--- config.mk ---
export PLATFORM = sky130hd
export DESIGN_NAME = pru_front
export DESIGN_NICKNAME = d
export VERILOG_FILES = /design/src/hw/rtl/pru_pkg.sv /design/src/hw/rtl/pru_front.sv
export SDC_FILE = /design/constraint.sdc
export NUM_CORES = 1
export LEC_CHECK = 0
export ABC_AREA = 1
export ABC_CLOCK_PERIOD_IN_PS = 5580
export BUFFER_PORTS_ARGS = -buffer_cell sky130_fd_sc_hd__clkbuf_2
export CORE_MARGIN = 5
export CORE_UTILIZATION = 50
export CTS_BUF_LIST = sky130_fd_sc_hd__clkbuf_16
export CTS_CLUSTER_SIZE = 14
export DETAILED_ROUTE_END_ITERATION = 8
export PLACE_DENSITY = 0.77
export SKIP_LAST_GASP = 1
export SLEW_MARGIN = 20
export SYNTH_ARGS = -nofsm -noshare
export SYNTH_HDL_FRONTEND = slang
export SYNTH_SLANG_ARGS = --single-unit
export TNS_END_PERCENT = 20
--- constraint.sdc ---
create_clock -name clk -period 5.58 [get_ports clk]
set_clock_uncertainty 0.05 [all_clocks]
set_input_delay 0.837 -clock clk [delete_from_list [all_inputs] [get_ports clk]]
set_output_delay 0.837 -clock clk [all_outputs]
set_load 0.005 [all_outputs]
--- src/hw/rtl/pru_pkg.sv ---
// Shared types, codes and sizing constants for the page replacement unit.
// No dependencies; the front end, back end and top level refer to it by scoped names.
package pru_pkg;

	localparam int PAGE_BITS  = 19;
	localparam int MAX_FRAMES = 64;
	localparam int COUNT_BITS = 32;
	localparam int LFSR_BITS  = 16;

	localparam int FRAME_BITS = $clog2(MAX_FRAMES);
	localparam int NF_BITS    = $clog2(MAX_FRAMES + 1);
	localparam int PE_BITS    = FRAME_BITS + 2;
	localparam int NUM_PAGES  = 1 << PAGE_BITS;

	localparam logic [1:0] CMD_FETCH  = 2'd0;
	localparam logic [1:0] CMD_LOAD   = 2'd1;
	localparam logic [1:0] CMD_STORE  = 2'd2;
	localparam logic [1:0] CMD_MODIFY = 2'd3;

	localparam logic [1:0] POL_FIFO   = 2'd0;
	localparam logic [1:0] POL_CLOCK  = 2'd1;
	localparam logic [1:0] POL_RANDOM = 2'd2;

	localparam logic [1:0] REG_NUM_FRAMES = 2'd0;
	localparam logic [1:0] REG_POLICY     = 2'd1;
	localparam logic [1:0] REG_SEED       = 2'd2;

	localparam logic [1:0] EVICT_NONE  = 2'd0;
	localparam logic [1:0] EVICT_CLEAN = 2'd1;
	localparam logic [1:0] EVICT_DIRTY = 2'd2;

	// queued access: page and whether it marks the page dirty
	typedef struct packed {
		logic                 wr;
		logic [PAGE_BITS-1:0] page;
	} item_t;

	// configuration as seen by the back end
	typedef struct packed {
		logic [NF_BITS-1:0]   nf;
		logic [1:0]           policy;
		logic                 seed_load;
		logic [LFSR_BITS-1:0] seed;
	} ctl_t;

endpackage

--- src/hw/rtl/pru_front.sv ---
// Front end: accepts accesses, classifies them, holds them in a two-entry queue.
// Depends on pru_pkg.
module pru_front (
	input  logic                          clk,
	input  logic                          arst_n,
	input  logic                          in_valid,
	output logic                          in_stall,
	input  logic [1:0]                    cmd,
	input  logic [pru_pkg::PAGE_BITS-1:0] page_number,
	input  logic                          clearing,
	output logic                          q_valid,
	output pru_pkg::item_t                q_item,
	input  logic                          q_pop
);

	pru_pkg::item_t slot_q [2];
	logic       wr_ptr_q;
	logic       rd_ptr_q;
	logic [1:0] count_q;
	logic       push;
	logic       is_write;

	assign in_stall = clearing || (count_q == 2'd2);
	assign push     = in_valid && !in_stall;
	assign q_valid  = (count_q != 2'd0);
	assign q_item   = slot_q[rd_ptr_q];
	assign is_write = (cmd == pru_pkg::CMD_STORE) || (cmd == pru_pkg::CMD_MODIFY);

	always_ff @(posedge clk) begin
		if (push) begin
			slot_q[wr_ptr_q] <= '{wr: is_write, page: page_number};
		end
	end

	always_ff @(posedge clk or negedge arst_n) begin
		if (!arst_n) begin
			wr_ptr_q <= 1'b0;
			rd_ptr_q <= 1'b0;
			count_q  <= 2'd0;
		end else begin
			if (push) begin
				wr_ptr_q <= !wr_ptr_q;
			end
			if (q_pop) begin
				rd_ptr_q <= !rd_ptr_q;
			end
			if (push && !q_pop) begin
				count_q <= count_q + 2'd1;
			end else if (q_pop && !push) begin
				count_q <= count_q - 2'd1;
			end
		end
	end

	property p_no_pop_empty;
		@(posedge clk) disable iff (!arst_n) q_pop |-> (count_q != 2'd0);
	endproperty
	property p_no_push_clearing;
		@(posedge clk) disable iff (!arst_n) clearing |=> ($stable(count_q) || $fell(count_q[0]) || $fell(count_q[1]));
	endproperty
	property p_count_range;
		@(posedge clk) disable iff (!arst_n) count_q != 2'd3;
	endproperty

	a_no_pop_empty:     assert property (p_no_pop_empty)     else $error("pop from empty queue");
	a_no_push_clearing: assert property (p_no_push_clearing) else $error("push during clear");
	a_count_range:      assert property (p_count_range)      else $error("queue overflow");

endmodule

==> impl_metrics.prom <==
# TYPE chip_impl_metric gauge
chip_impl_metric{name="maxSlewHeadroom",unit="%"} 30.1
chip_impl_metric{name="number_of_antenna_violations_at_the_first_check_in_global_routing",unit=""} 0
chip_impl_metric{name="antenna_violating_nets_post_route",unit=""} 0
chip_impl_metric{name="synth_largest_type_area_fraction",unit="%"} 68.7
chip_impl_info{name="cts_tree",value="done"} 1
chip_impl_metric{name="final_period_utilization",unit="%"} 44.0
chip_impl_metric{name="met3_wirelength",unit="um"} 226
chip_impl_metric{name="totalNegativeSetupSlack",unit="ns"} 0
chip_impl_metric{name="wirelength_met1",unit="mm"} 1.04
chip_impl_metric{name="netlist-cell-type-count",unit=""} 14
chip_impl_info{name="cts_root_buffer",value="clkbuf_16"} 1
chip_impl_metric{name="layout-area-overhead-vs-synth",unit="%"} 23.0
chip_impl_metric{name="postSynthCellCount",unit=""} 93
chip_impl_metric{name="timing.critical_path.required",unit="ns"} 4.69
chip_impl_metric{name="yosysWarningCount",unit=""} 0
chip_impl_metric{name="detail_route.iter0.violations",unit=""} 60
chip_impl_metric{name="tightest_slew",unit="ns"} 1.05
chip_impl_metric{name="finish.net_count",unit=""} 170
chip_impl_metric{name="io_buffer_count",unit=""} 46
chip_impl_metric{name="maximum_number_of_pins_on_one_net_before_global_route_repair",unit=""} 22
chip_impl_info{name="rsz0062_at_grt",value="no"} 1
chip_impl_metric{name="clock_tree.htree_level_count",unit=""} 2
chip_impl_metric{name="wl_met2",unit="mm"} 1.46
chip_impl_metric{name="power.leakage",unit="nW"} 0.938
chip_impl_metric{name="initial_utilization",unit="%"} 52.0
chip_impl_metric{name="drv_cap",unit=""} 0
chip_impl_metric{name="cpPeakStageDelay",unit="ns"} 0.78
chip_impl_metric{name="syn-mean-instance-area",unit="sq um"} 18.8
chip_impl_metric{name="floorplan.io_pins",unit=""} 48
chip_impl_metric{name="gp_congestion",unit=""} 0.661
chip_impl_metric{name="drc_errors",unit=""} 0
chip_impl_info{name="leading_cell_types_in_the_layout_fill_and_taps_excluded",value="46 x clkbuf_2, 40 x edfxtp_1, 19 x mux2_4"} 1
chip_impl_metric{name="vdd.ir_drop.worst",unit="mV"} 0.266
chip_impl_metric{name="first_pass_iters",unit=""} 4
chip_impl_info{name="hold_class",value="in2async"} 1
chip_impl_info{name="setup.worst_path.start",value="rd_ptr_q"} 1
chip_impl_metric{name="cp_num_buf_inv",unit=""} 1
chip_impl_metric{name="hold_buffers",unit=""} 0
chip_impl_metric{name="critPathMaxFanout",unit=""} 21
chip_impl_metric{name="drive_above_1_share",unit="%"} 50.7
chip_impl_metric{name="clock_latency",unit="ns"} 0.27
chip_impl_metric{name="number_of_failing_hold_endpoints_at_the_final_stage",unit=""} 0
chip_impl_metric{name="worst-endpoint-arrival",unit="ns"} 1.57
chip_impl_metric{name="post-cts-setup-buffer-count",unit=""} 0
chip_impl_info{name="worstSetupEndpointType",value="primary output"} 1
chip_impl_metric{name="syn_area",unit="sq mm"} 0.00175
chip_impl_metric{name="ctsResizeCount",unit=""} 0
chip_impl_metric{name="rows",unit=""} 21
chip_impl_metric{name="cts_max_path_buffers",unit=""} 2
chip_impl_info{name="startpoint_types",value="register"} 1
chip_impl_metric{name="period_needed",unit="ns"} 2.46
chip_impl_metric{name="clock_sink_count",unit=""} 44
chip_impl_metric{name="first_global_vias",unit=""} 997
chip_impl_metric{name="finalSetupViolations",unit=""} 0
chip_impl_metric{name="path_clk_slew",unit="ns"} 0.06
chip_impl_metric{name="track_usage",unit="%"} 12.5
chip_impl_info{name="timing.critical_path.max_delay_family",value="flip-flops"} 1
chip_impl_info{name="worstSetupPathType",value="reg2out"} 1
chip_impl_metric{name="die_area",unit="sq mm"} 0.00478
chip_impl_info{name="final_common_cell",value="clkbuf_2"} 1
chip_impl_info{name="cell_by_cell_trace_of_the_critical_path",value="mux2_2 -> clkbuf_2"} 1
chip_impl_metric{name="dpl.hpwl",unit="mm"} 1.88
chip_impl_metric{name="tritoncts.num_buffers",unit=""} 5
chip_impl_metric{name="max_slew_violation_count",unit=""} 0
chip_impl_info{name="yosys.area.top_type",value="edfxtp_1"} 1
chip_impl_metric{name="power_density",unit="mW/mm^2"} 456
chip_impl_metric{name="totalPowerFinal",unit="mW"} 0.979
chip_impl_metric{name="synth-seq-cells",unit=""} 44
chip_impl_metric{name="totalWireLength",unit="mm"} 2.78
chip_impl_metric{name="route.vias.total",unit=""} 923
chip_impl_info{name="synth_area_leaders",value="edfxtp_1 69%, mux2_4 16%, dfrtp_1 5.7%"} 1
chip_impl_metric{name="die_w",unit="um"} 69.1
chip_impl_metric{name="grt.overflow.total",unit=""} 0
chip_impl_metric{name="die_height",unit="um"} 69.1
chip_impl_metric{name="antenna-diode-count",unit=""} 0
chip_impl_info{name="run_status",value="finished, final reports clean"} 1
chip_impl_metric{name="placeableCoreArea",unit="sq mm"} 0.00336
chip_impl_info{name="cp_slowest_cell",value="dfrtp_2"} 1
chip_impl_metric{name="avgRoutedWirePerCell",unit="um"} 14.6
chip_impl_metric{name="synth_fp_nets",unit=""} 120
chip_impl_metric{name="grt_first_pass_wirelength",unit="mm"} 4.54
chip_impl_metric{name="yosysSeqAreaShare",unit="%"} 74.4
chip_impl_info{name="topRoutingLayerUsed",value="met4"} 1
chip_impl_metric{name="clock.fmax",unit="MHz"} 407
chip_impl_info{name="r2r_start",value="count_q[0]"} 1
chip_impl_metric{name="route.detailed.vias_per_inst",unit=""} 4.86
[routing by layer]
metal / vias up / GRT usage [%]
li1: 437 / -
met1: 443 / 12.8
met2: 36 / 21.7
met3: 7 / 4.80
met4: 0 / 7.16
met5: - / 0
[logic make-up (layout without fill, tap and decap cells)]
kind of cell / after synthesis / count (layout) / share of synthesized area [%]
and+or+nand+nor: 14 / 14 / 3.44
adders and majority gates: 1 / 1 / 0.716
xor gates and xnor gates: 2 / 2 / 1.00
muxes: 20 / 20 / 17.0
buffers and inverters: 12 / 63 / 3.44
DFF: 44 / 44 / 74.4
[Yosys cell counts, drive strengths merged]
cell type	number
ha	1
mux2	20
clkbuf	1
xor2	1
edfxtp	40
inv	9
xnor2	1
nor2	1
dfrtp	4
nand3	2
nand2	9
buf	2
nand4	2
[sequential cells by signal, summed over array words and instances (netlist names)]
register	count
slot_q	40
wr_ptr_q	1
count_q	2
rd_ptr_q	1
[through the flow]
stage          hold slack [ns]  instance area (sq um)  setup slack (ns)  std cells  utilization, %
4_1_cts                  0.302                   2150              3.09        190            63.9
2_1_floorplan            0.392                   1750              3.24         93               -
6_report                 0.308                   2150              3.12        190            63.9
5_1_grt                  0.306                   2150              3.02        190            63.9
3_3_place_gp             0.403                   2010              3.01        182            59.8
3_5_place_dp             0.438                   2010              3.11        182            59.9
[worst paths after layout]
kind | cells after the start | slack, ns | endpoint
min | 1 | 0.31 | count_q[1]
max | 2 | 3.12 | q_item[8]
min reg2reg | 2 | 0.46 | wr_ptr_q
max reg2reg | 4 | 3.59 | slot_q[1][3]
min in group clk | 2 | 0.46 | wr_ptr_q
max in group asynchronous | 1 | 5.03 | rd_ptr_q
[report_power, final]
group	switching [mW]	internal, mW
clock	0.104	0.161
sequential	0.0575	0.416
combinational	0.0913	0.150
total	0.253	0.727
[layout make-up]
| class | instances | area [sq um] |
|---|---|---|
| clock buffers | 5 | 125 |
| clock inverters | 3 | 11.3 |
| fillers | 266 | 1210 |
| inverters | 9 | 33.8 |
| multi-input cells | 37 | 389 |
| flip-flops and latches | 44 | 1300 |
| well taps | 46 | 57.6 |
| repair buffers | 46 | 230 |
Note: power is estimated with default switching activity, not from simulation.
